$ cat src/hdl/ccr_pkg.sv
// Shared types, codes, constants and helper functions of the hex coordinate converter.
`timescale 1ns / 1ps

package ccr_pkg;

	localparam int FRAC_BITS_DEF = 16;

	// Operation codes
	localparam logic [1:0] MODE_CONVERT = 2'd0;
	localparam logic [1:0] MODE_ROUND   = 2'd1;
	localparam logic [1:0] MODE_SECTOR  = 2'd2;

	// Coordinate system codes
	localparam logic [1:0] SYS_ODDQ  = 2'd0;
	localparam logic [1:0] SYS_AXIAL = 2'd1;
	localparam logic [1:0] SYS_CUBIC = 2'd2;
	localparam logic [1:0] SYS_GRID  = 2'd3;

	// Sector table, indexed by {w<0, v<0, u<0}; SECTOR_NONE marks impossible sign patterns
	localparam logic [2:0] SECTOR_NONE = 3'd6;
	localparam logic [2:0] SECTOR_TAB [8] = '{
		3'd0, SECTOR_NONE, 3'd5, 3'd4,
		3'd1, 3'd2, SECTOR_NONE, 3'd3
	};

	// Divide-by-3 unit: floor(n / 3) = (n * DIV_RECIP) >> DIV_SHIFT for n < 2^DIV_SHIFT
	localparam int DIV_IN_W    = 33;
	localparam int DIV_Q_W     = 32;
	localparam int DIV_SHIFT   = 35;
	localparam int DIV_RECIP_W = 34;
	localparam logic [DIV_RECIP_W-1:0] DIV_RECIP =
		DIV_RECIP_W'(((64'd1 << DIV_SHIFT) + 64'd1) / 64'd3);

	// Decoupling queue
	localparam int QDEPTH = 4;
	localparam int QPTR_W = $clog2(QDEPTH);
	localparam int QCNT_W = $clog2(QDEPTH + 1);
	localparam int CREDIT_W = QCNT_W + 2;

	typedef struct packed {
		logic [1:0]         mode;
		logic signed [31:0] x_in;
		logic signed [31:0] y_in;
		logic [1:0]         src_system;
		logic [1:0]         dst_system;
	} ccr_in_t;

	typedef struct packed {
		logic signed [31:0] x_out;
		logic signed [31:0] y_out;
		logic signed [31:0] z_out;
		logic [2:0]         sector;
		logic               sector_invalid;
	} ccr_out_t;

	// One classified item, already in axial form
	typedef struct packed {
		logic [1:0]         mode;
		logic [1:0]         src_system;
		logic [1:0]         dst_system;
		logic signed [31:0] x_in;
		logic signed [31:0] y_in;
		logic signed [31:0] ax;
		logic signed [32:0] ay;
	} ccr_job_t;

	typedef struct packed {
		logic v_s1;
		logic v_s2;
		logic v_s3;
	} ccr_fstat_t;

	typedef struct packed {
		logic [QCNT_W-1:0] count;
		logic              empty;
	} ccr_qstat_t;

	// Divide by 2, nearest, ties away from zero
	function automatic logic signed [32:0] div2_near(input logic signed [32:0] n);
		logic signed [32:0] t;
		t = n + (n[32] ? 33'sd0 : 33'sd1);
		return t >>> 1;
	endfunction

	// Magnitude of a 32-bit signed value
	function automatic logic [32:0] mag33(input logic signed [31:0] v);
		logic signed [32:0] e;
		e = 33'(v);
		return e[32] ? 33'(-e) : 33'(e);
	endfunction

endpackage

$ cat src/hdl/ccr_div3.sv
// Two-stage pipelined unsigned divide-by-3 by reciprocal multiplication.
`timescale 1ns / 1ps

module ccr_div3 import ccr_pkg::*; (
	input  logic                clk,
	input  logic [DIV_IN_W-1:0] num,
	output logic [DIV_Q_W-1:0]  quo
);

	localparam int LO_W  = DIV_RECIP_W / 2;
	localparam int NHI_W = DIV_IN_W - LO_W;
	localparam int RHI_W = DIV_RECIP_W - LO_W;
	localparam int PP_W  = DIV_RECIP_W;
	localparam int SUM_W = DIV_IN_W + DIV_RECIP_W;

	localparam logic [LO_W-1:0]  R_LO = DIV_RECIP[LO_W-1:0];
	localparam logic [RHI_W-1:0] R_HI = DIV_RECIP[DIV_RECIP_W-1:LO_W];

	logic [LO_W-1:0]  n_lo;
	logic [NHI_W-1:0] n_hi;
	logic [PP_W-1:0]  pp_hh_s2, pp_hl_s2, pp_lh_s2, pp_ll_s2;
	logic [SUM_W-1:0] sum;
	logic [DIV_Q_W-1:0] quo_s3;

	assign n_lo = num[LO_W-1:0];
	assign n_hi = num[DIV_IN_W-1:LO_W];

	// partial products, registered
	always_ff @(posedge clk) begin
		pp_hh_s2 <= PP_W'(n_hi) * PP_W'(R_HI);
		pp_hl_s2 <= PP_W'(n_hi) * PP_W'(R_LO);
		pp_lh_s2 <= PP_W'(n_lo) * PP_W'(R_HI);
		pp_ll_s2 <= PP_W'(n_lo) * PP_W'(R_LO);
	end

	assign sum = (SUM_W'(pp_hh_s2) << (2 * LO_W))
		+ (SUM_W'(pp_hl_s2) << LO_W)
		+ (SUM_W'(pp_lh_s2) << LO_W)
		+ SUM_W'(pp_ll_s2);

	always_ff @(posedge clk) begin
		quo_s3 <= sum[SUM_W-1:DIV_SHIFT];
	end

	assign quo = quo_s3;

endmodule

$ cat src/hdl/ccr_front.sv
// Front end: accept an item, bring it to axial form through a three-stage pipeline.
`timescale 1ns / 1ps

module ccr_front import ccr_pkg::*; #(
	parameter int FRAC_BITS = FRAC_BITS_DEF
) (
	input  logic       clk,
	input  logic       arst_n,
	input  logic       accept,
	input  ccr_in_t    cmd,
	output ccr_fstat_t fstat,
	output logic       push,
	output ccr_job_t   job
);

	localparam logic signed [32:0] ONE_Q = 33'sd1 <<< FRAC_BITS;

	logic    v_s1, v_s2, v_s3;
	ccr_in_t cmd_s1, cmd_s2, cmd_s3;
	logic    xneg_s2, xneg_s3, n6neg_s2, n6neg_s3;

	logic [32:0]        x_mag;
	logic [DIV_IN_W-1:0] num_x, num_6;
	logic signed [34:0] n6;
	logic [34:0]        n6_mag, n6_rnd;
	logic [DIV_Q_W-1:0] q_x, q_6;

	logic [32:0]        xs3_mag;
	logic signed [32:0] oddq_n, oddq_half;
	logic signed [31:0] ax_grid, ay_grid;

	always_ff @(posedge clk or negedge arst_n) begin
		if (!arst_n) begin
			v_s1 <= 1'b0;
			v_s2 <= 1'b0;
			v_s3 <= 1'b0;
		end else begin
			v_s1 <= accept;
			v_s2 <= v_s1;
			v_s3 <= v_s2;
		end
	end

	always_ff @(posedge clk) begin
		cmd_s1   <= cmd;
		cmd_s2   <= cmd_s1;
		cmd_s3   <= cmd_s2;
		xneg_s2  <= cmd_s1.x_in[31];
		xneg_s3  <= xneg_s2;
		n6neg_s2 <= n6[34];
		n6neg_s3 <= n6neg_s2;
	end

	// grid numerators: |x| + 1 for x/3, (|3y - x| + 3) / 2 for the /6
	always_comb begin
		x_mag  = mag33(cmd_s1.x_in);
		num_x  = DIV_IN_W'(x_mag + 33'd1);
		n6     = (35'(cmd_s1.y_in) <<< 1) + 35'(cmd_s1.y_in) - 35'(cmd_s1.x_in);
		n6_mag = n6[34] ? 35'(-n6) : 35'(n6);
		n6_rnd = n6_mag + 35'd3;
		num_6  = n6_rnd[DIV_IN_W:1];
	end

	ccr_div3 u_div_x (.clk(clk), .num(num_x), .quo(q_x));
	ccr_div3 u_div_6 (.clk(clk), .num(num_6), .quo(q_6));

	always_comb begin
		xs3_mag   = mag33(cmd_s3.x_in);
		oddq_n    = 33'(cmd_s3.x_in) - (xs3_mag[FRAC_BITS] ? ONE_Q : 33'sd0);
		oddq_half = div2_near(oddq_n);
		ax_grid   = xneg_s3 ? -$signed(q_x) : $signed(q_x);
		ay_grid   = n6neg_s3 ? -$signed(q_6) : $signed(q_6);

		job.mode       = cmd_s3.mode;
		job.src_system = cmd_s3.src_system;
		job.dst_system = cmd_s3.dst_system;
		job.x_in       = cmd_s3.x_in;
		job.y_in       = cmd_s3.y_in;
		case (cmd_s3.src_system)
			SYS_ODDQ: begin
				job.ax = cmd_s3.x_in;
				job.ay = 33'(cmd_s3.y_in) - oddq_half;
			end
			SYS_GRID: begin
				job.ax = ax_grid;
				job.ay = 33'(ay_grid);
			end
			default: begin
				job.ax = cmd_s3.x_in;
				job.ay = 33'(cmd_s3.y_in);
			end
		endcase
	end

	assign push       = v_s3;
	assign fstat.v_s1 = v_s1;
	assign fstat.v_s2 = v_s2;
	assign fstat.v_s3 = v_s3;

endmodule

$ cat src/hdl/ccr_queue.sv
// Short FIFO of classified items between front and back.
`timescale 1ns / 1ps

module ccr_queue import ccr_pkg::*; (
	input  logic       clk,
	input  logic       arst_n,
	input  logic       push,
	input  ccr_job_t   push_data,
	input  logic       pop,
	output ccr_job_t   head,
	output ccr_qstat_t qstat
);

	ccr_job_t          mem_q [QDEPTH];
	logic [QPTR_W-1:0] wr_ptr_q, rd_ptr_q;
	logic [QCNT_W-1:0] count_q;

	always_ff @(posedge clk or negedge arst_n) begin
		if (!arst_n) begin
			wr_ptr_q <= '0;
			rd_ptr_q <= '0;
			count_q  <= '0;
		end else begin
			if (push) begin
				wr_ptr_q <= wr_ptr_q + 1'b1;
			end
			if (pop) begin
				rd_ptr_q <= rd_ptr_q + 1'b1;
			end
			count_q <= count_q + QCNT_W'(push) - QCNT_W'(pop);
		end
	end

	always_ff @(posedge clk) begin
		if (push) begin
			mem_q[wr_ptr_q] <= push_data;
		end
	end

	assign head        = mem_q[rd_ptr_q];
	assign qstat.count = count_q;
	assign qstat.empty = (count_q == '0);

endmodule

$ cat src/hdl/ccr_back.sv
// Back end: target conversion, tile rounding or sector lookup, into the result register.
`timescale 1ns / 1ps

module ccr_back import ccr_pkg::*; #(
	parameter int FRAC_BITS = FRAC_BITS_DEF
) (
	input  logic     clk,
	input  logic     arst_n,
	input  logic     empty,
	input  ccr_job_t head,
	output logic     pop,
	output logic     done,
	output ccr_out_t result
);

	localparam int RW = FRAC_BITS + 3;
	localparam logic signed [32:0] ONE_Q  = 33'sd1 <<< FRAC_BITS;
	localparam logic signed [32:0] HALF_Q = 33'sd1 <<< (FRAC_BITS - 1);
	localparam logic [31:0]        ONE32  = 32'd1 << FRAC_BITS;
	localparam logic signed [RW-1:0] ONE_R  = RW'(1) <<< FRAC_BITS;
	localparam logic signed [RW-1:0] HALF_R = RW'(1) <<< (FRAC_BITS - 1);

	ccr_out_t res_c, res_q;
	logic     done_q;

	logic [31:0]        ayl;
	logic [32:0]        ax_mag;
	logic signed [32:0] oq_n, oq_half, oq_y;
	logic signed [32:0] hx;
	logic signed [33:0] hy;
	logic signed [RW-1:0] ra, rb, ru, rv, rw;
	logic               x_inc, x_dec, y_inc, y_dec;
	logic signed [34:0] su, sv, sw;
	logic [2:0]         sec_raw;

	always_comb begin
		ayl     = head.ay[31:0];
		ax_mag  = mag33(head.ax);
		oq_n    = 33'(head.ax) - (ax_mag[FRAC_BITS] ? ONE_Q : 33'sd0);
		oq_half = div2_near(oq_n);
		oq_y    = head.ay + oq_half;

		// tile rounding: nearest integer, then a hexagon correction from the remainders
		hx = 33'(head.ax) + HALF_Q;
		hy = 34'(head.ay) + 34'(HALF_Q);
		ra = $signed(RW'(hx[FRAC_BITS-1:0])) - HALF_R;
		rb = $signed(RW'(hy[FRAC_BITS-1:0])) - HALF_R;
		ru = ra + (rb <<< 1);
		rv = (ra <<< 1) + rb;
		rw = rb - ra;
		x_inc = 1'b0;
		x_dec = 1'b0;
		y_inc = 1'b0;
		y_dec = 1'b0;
		if (rw < 0) begin
			if (ru < -ONE_R) y_dec = 1'b1;
			else if (rv > ONE_R) x_inc = 1'b1;
		end else begin
			if (rv < -ONE_R) x_dec = 1'b1;
			else if (ru > ONE_R) y_inc = 1'b1;
		end

		// sector signs on the exact axial vector
		su = 35'(head.ax) + (35'(head.ay) <<< 1);
		sv = (35'(head.ax) <<< 1) + 35'(head.ay);
		sw = 35'(head.ay) - 35'(head.ax);
		sec_raw = SECTOR_TAB[{sw[34], sv[34], su[34]}];

		res_c = '0;
		case (head.mode)
			MODE_CONVERT: begin
				if (head.src_system == head.dst_system) begin
					res_c.x_out = head.x_in;
					res_c.y_out = head.y_in;
					if (head.dst_system == SYS_CUBIC) begin
						res_c.z_out = head.x_in - head.y_in;
					end
				end else begin
					case (head.dst_system)
						SYS_ODDQ: begin
							res_c.x_out = head.ax;
							res_c.y_out = oq_y[31:0];
						end
						SYS_AXIAL: begin
							res_c.x_out = head.ax;
							res_c.y_out = ayl;
						end
						SYS_CUBIC: begin
							res_c.x_out = head.ax;
							res_c.y_out = ayl;
							res_c.z_out = head.ax - ayl;
						end
						default: begin
							res_c.x_out = (head.ax <<< 1) + head.ax;
							res_c.y_out = (ayl << 1) + head.ax;
						end
					endcase
				end
			end
			MODE_ROUND: begin
				res_c.x_out = {hx[31:FRAC_BITS], {FRAC_BITS{1'b0}}}
					+ (x_inc ? ONE32 : (x_dec ? -ONE32 : 32'd0));
				res_c.y_out = {hy[31:FRAC_BITS], {FRAC_BITS{1'b0}}}
					+ (y_inc ? ONE32 : (y_dec ? -ONE32 : 32'd0));
			end
			MODE_SECTOR: begin
				if (sec_raw == SECTOR_NONE) begin
					res_c.sector_invalid = 1'b1;
				end else begin
					res_c.sector = sec_raw;
				end
			end
			default: begin
				res_c = '0;
			end
		endcase
	end

	assign pop = !empty;

	always_ff @(posedge clk or negedge arst_n) begin
		if (!arst_n) begin
			done_q <= 1'b0;
		end else begin
			done_q <= pop;
		end
	end

	always_ff @(posedge clk) begin
		if (pop) begin
			res_q <= res_c;
		end
	end

	assign done   = done_q;
	assign result = res_q;

endmodule

$ cat src/hdl/hex_coord_convert_round_core.sv
// Top level of the hex grid coordinate converter: front, queue and back.
//
//   channel   | handshake            | payload            | direction
//   ----------+----------------------+--------------------+----------
//   command   | start high, busy low | cmd    (ccr_in_t)  | in
//   result    | done strobe, 1 cycle | result (ccr_out_t) | out
//
// One transaction per cycle sustained; each transaction passes from accept to
// its done strobe through 3 front stages (the divide-by-3 units are two pipelined
// stages, partial products then quotient), 1 queue slot, 1 back-end result register.
// Reset (arst_n low) clears all valid bits and queue pointers; no clearing pass.
// The receiver cannot stall, so the back end pops the queue every cycle it is
// non-empty; busy comes from a credit count of front stages plus queue fill.
`timescale 1ns / 1ps

module hex_coord_convert_round_core import ccr_pkg::*; #(
	parameter int FRAC_BITS = FRAC_BITS_DEF
) (
	input  logic     clk,
	input  logic     arst_n,
	input  logic     start,
	output logic     busy,
	input  ccr_in_t  cmd,
	output logic     done,
	output ccr_out_t result
);

	logic       accept;
	ccr_fstat_t fstat;
	ccr_qstat_t qstat;
	logic       push, pop;
	ccr_job_t   job, head;
	logic [CREDIT_W-1:0] used;

	// accept a transaction only when a queue slot is guaranteed for it
	assign accept = start && !busy;

	// count items that will need a slot, minus the one popped this cycle
	assign used = CREDIT_W'(fstat.v_s1) + CREDIT_W'(fstat.v_s2) + CREDIT_W'(fstat.v_s3)
		+ CREDIT_W'(qstat.count) - CREDIT_W'(pop);
	assign busy = (used >= CREDIT_W'(QDEPTH));

	// front: hold the command, divide, and bring it to axial form
	ccr_front #(.FRAC_BITS(FRAC_BITS)) u_front (
		.clk    (clk),
		.arst_n (arst_n),
		.accept (accept),
		.cmd    (cmd),
		.fstat  (fstat),
		.push   (push),
		.job    (job)
	);

	// queue: decouple front and back
	ccr_queue u_queue (
		.clk       (clk),
		.arst_n    (arst_n),
		.push      (push),
		.push_data (job),
		.pop       (pop),
		.head      (head),
		.qstat     (qstat)
	);

	// back: finish the operation and drive the result strobe
	ccr_back #(.FRAC_BITS(FRAC_BITS)) u_back (
		.clk    (clk),
		.arst_n (arst_n),
		.empty  (qstat.empty),
		.head   (head),
		.pop    (pop),
		.done   (done),
		.result (result)
	);

endmodule

$ cat config.mk
export PLATFORM = sky130hd
export DESIGN_NAME = hex_coord_convert_round_core
export DESIGN_NICKNAME = d
export VERILOG_FILES = /design/src/hdl/ccr_pkg.sv /design/src/hdl/ccr_div3.sv /design/src/hdl/ccr_front.sv /design/src/hdl/ccr_queue.sv /design/src/hdl/ccr_back.sv /design/src/hdl/hex_coord_convert_round_core.sv
export SDC_FILE = /design/constraint.sdc
export NUM_CORES = 2
export LEC_CHECK = 0
export BUFFER_PORTS_ARGS = -buffer_cell sky130_fd_sc_hd__buf_4
export CORE_MARGIN = 2
export CORE_UTILIZATION = 45
export CTS_CLUSTER_DIAMETER = 60
export DETAILED_ROUTE_END_ITERATION = 10
export PLACE_DENSITY = 0.71
export SLEW_MARGIN = 5
export SYNTH_ARGS = -nofsm -noshare
export SYNTH_HDL_FRONTEND = slang
export SYNTH_HIERARCHICAL = 1
export SYNTH_SLANG_ARGS = --single-unit
$ cat constraint.sdc
create_clock -name clk -period 32.2 [get_ports clk]
set_clock_uncertainty 0.05 [all_clocks]
set_input_delay 0 -clock clk [delete_from_list [all_inputs] [get_ports clk]]
set_output_delay 0 -clock clk [all_outputs]
set_load 0.01 [all_outputs]
==> run_results.csv <==
group,metric,value,unit
synth,post_synth_inst_count,9134,
floorplanning,dieArea,213000,um2
final_layout,layout_commonest_cell,"inv_1",
run,maxCapViolations,0,
clock_tree,cts_tree,"yes",
synth,ys.flop_type,"edfxtp_1",
sta,hold_violations,0,
detailed_routing,num_vias,70700,
sta,tns,0,ps
floorplanning,die_w,462,um
grt,antenna_found_initial,28,
sta,tightest_slew,1220,ps
grt,grt_max_degree,75,
synth,ys_warn_count,6,
worst_setup_path,critPathSlowestCell,"xnor2_1",
sta,drv_slew,0,
worst_setup_path,crit_path_end_kind,"register",
clock_tree,cts-root-buf,"clkbuf_16",
floorplanning,core,209000,um2
final_layout,layout-drive-gt1-share,7.43,%
synth,synth_edf_count,640,
detailed_routing,drc,0,
synth,ys_seq_area_share,31.3,%
sta,rsz0062_at_grt,"no",
sta,layout_min_cycle_time,12160,ps
clock_tree,cts_setup_buffers,0,
floorplanning,initial_core_util,45.1,%
sta,finalSetupViolCount,0,
place,io_buffers,174,
synth,syn_area_per_cell,10.3,um2
floorplanning,io-pin-count,175,
synth,synth-seq-cells,1155,
grt,grt_pass1_vias,71200,
worst_setup_path,worstPathMaxFanout,8,
place,place_congestion,0.985,
worst_setup_path,r2r-start,"u_front/cmd_s1[5]",
worst_setup_path,startpoint,"u_front/cmd_s1[5]",
worst_setup_path,reg2reg_slack,20040,ps
detailed_routing,wire_per_inst,22.3,um
synth,syn_area,94400,um2
run_status,outcome,"completed",
clock_tree,clk-insertion-delay-late,820,ps
synth,synthArstFlopShare,0.952,%
clock_tree,htree_levels,4,
worst_setup_path,required,32870,ps
worst_setup_path,critPathKind,"register to register",
place,hpwl,224,mm
detailed_routing,drt_iter0_markers,6002,
sta,fmax,82.2,MHz
detailed_routing,routed_via_density,5.72,
synth,ys_types,122,
worst_setup_path,crit_path_max_incr_delay,790,ps
worst_setup_path,rr_worst_depth,39,
worst_setup_path,start_kind,"register",
grt,grtUsageTotal,25.6,%
final_layout,final_nets,11400,
clock_tree,cts_buffers,131,
floorplanning,placementRows,168,
sta,relSlewSlack,18.6,%
worst_setup_path,cp_data_arrival_time,12840,ps
sta,post-route-period-util,37.8,%
clock_tree,cts_num_sinks,1155,
grt,grt_pass1_wl,420,mm
min_path,hold_class,"primary input to async pin",
floorplanning,fp.dieH,462,um
final_layout,syn_to_final_growth,11.0,%
detailed_routing,postRouteAntennaNets,0,
final_layout,final_cell_mix,"inv_1, ha_1, edfxtp_1",
clock_tree,clk_pin_slew_worst_paths,60,ps
grt,gr-total-overflow,0,
worst_setup_path,crit_path_frequent_cell,"inv_1",
worst_setup_path,reg2reg_to,"u_front/u_div_6/pp_hh_s2[29]",
clock_tree,cts_buffer_depth,3,
detailed_routing,dr.pass1.iters,6,
detailed_routing,wirelength,276,mm
## layout make-up
class	count	area, um2
well taps	2805	3510
fillers	18700	104000
diodes	10	25.0
inverters	1380	5180
repair buffers	382	3230
multi-input cells	6399	58800
clock buffers	168	3530
clock inverters	74	905
flip-flops and latches	1155	29600
## worst max-delay path by stage
stage | cells after the start | end | slack (ps)
floorplan | 39 | u_front/u_div_6/pp_hh_s2[29] | 21700
global placement | 39 | u_front/u_div_6/pp_hh_s2[29] | 20320
detailed placement | 39 | u_front/u_div_6/pp_hh_s2[31] | 20080
finish | 39 | u_front/u_div_6/pp_hh_s2[29] | 20040
global route | 39 | u_front/u_div_6/pp_hh_s2[31] | 19090
CTS | 39 | u_front/u_div_6/pp_hh_s2[29] | 20080
## sequential cells by signal, indices dropped and copies added (netlist names), 16 cells and up
| signal | count |
|---|---|
| u_front/u_div_6/pp_hl_s2 | 32 |
| u_back/result | 100 |
| u_front/u_div_x/quo | 32 |
| u_front/cmd_s2 | 70 |
| u_front/u_div_x/pp_hh_s2 | 32 |
| u_front/job | 70 |
| u_front/u_div_6/pp_ll_s2 | 16 |
| u_front/u_div_6/pp_lh_s2 | 34 |
| u_front/u_div_x/pp_hl_s2 | 32 |
| u_front/cmd_s1 | 70 |
| u_front/u_div_x/pp_ll_s2 | 16 |
| u_front/u_div_6/pp_hh_s2 | 32 |
| u_queue/mem_q | 540 |
| u_front/u_div_x/pp_lh_s2 | 34 |
| u_front/u_div_6/quo | 32 |
## per-layer routing
metal / wire (um) / track usage (%) / up-vias
li1: - / - / 32600
met4: 11200 / 10.2 / 16
met5: 105 / 0 / -
met2: 131000 / 42.8 / 2512
met1: 115000 / 33.4 / 35000
met3: 18400 / 3.92 / 521
## cell families (layout without fill, tap and decap cells)
family	count (synthesis)	count (layout)	synth area share [%]
buffers and inverters	1585	2004	6.44
muxes	153	153	3.42
DFF	1155	1155	31.3
adders and majority gates	1833	1833	29.2
xor gates and xnor gates	750	750	6.96
other	1	16	0.00397
and+or+nand+nor	1739	1739	9.24
AOI/OAI and AO/OA	1918	1918	13.4
## cells in the mapped netlist, types with 61 or more instances
cell type / instances / area, um2
mux4_2: 135 / 3040
dfxtp_1: 504 / 10100
nand3_1: 163 / 816
or3_1: 62 / 388
o21bai_1: 69 / 518
edfxtp_1: 640 / 19200
clkbuf_1: 155 / 582
nor2b_1: 68 / 425
ha_1: 1210 / 15100
xor2_1: 260 / 2280
a21o_1: 207 / 1550
a21oi_1: 531 / 2660
o21ai_0: 357 / 1790
o31ai_1: 61 / 458
inv_1: 1380 / 5180
a211oi_1: 70 / 526
xnor2_1: 490 / 4290
a31oi_1: 76 / 475
nand2b_1: 85 / 532
o21a_1: 70 / 526
nand4_1: 72 / 450
nand2_1: 459 / 1720
nor2_1: 376 / 1410
nor3_1: 127 / 636
fa_1: 622 / 12500
and3_1: 75 / 469
## timing repair
action,4_1_cts,5_1_grt
endpoints found under the hold margin,82,0
hold buffers,144,0
gates resized for setup,0,0
## metrics by stage
| step | util [%] | area, um2 | hold WS [ps] | instances | worst slack [ps] |
|---|---|---|---|---|---|
| 2_1_floorplan | - | 94400 | -346 | 9139 | 21700 |
| 3_3_place_gp | 47.3 | 98900 | -208 | 12000 | 20320 |
| 3_5_place_dp | 47.3 | 98900 | -205 | 12000 | 20080 |
| 4_1_cts | 50.1 | 105000 | 161 | 12400 | 20080 |
| 5_1_grt | 50.1 | 105000 | 256 | 12400 | 19090 |
| 6_report | 50.1 | 105000 | 193 | 12400 | 20040 |
## critical path: cells and delay by family (launching register included)
family / cells / cell delay, ps
xor+xnor: 5 / 1900
compound gates: 8 / 1910
simple gates: 9 / 3020
flops: 1 / 330
fa+ha+maj: 10 / 4310
buf+inv: 7 / 630
Power is left out: the tool's default activity adds up to more than one toggle a clock period on the data nets, which glitch-free logic cannot reach.
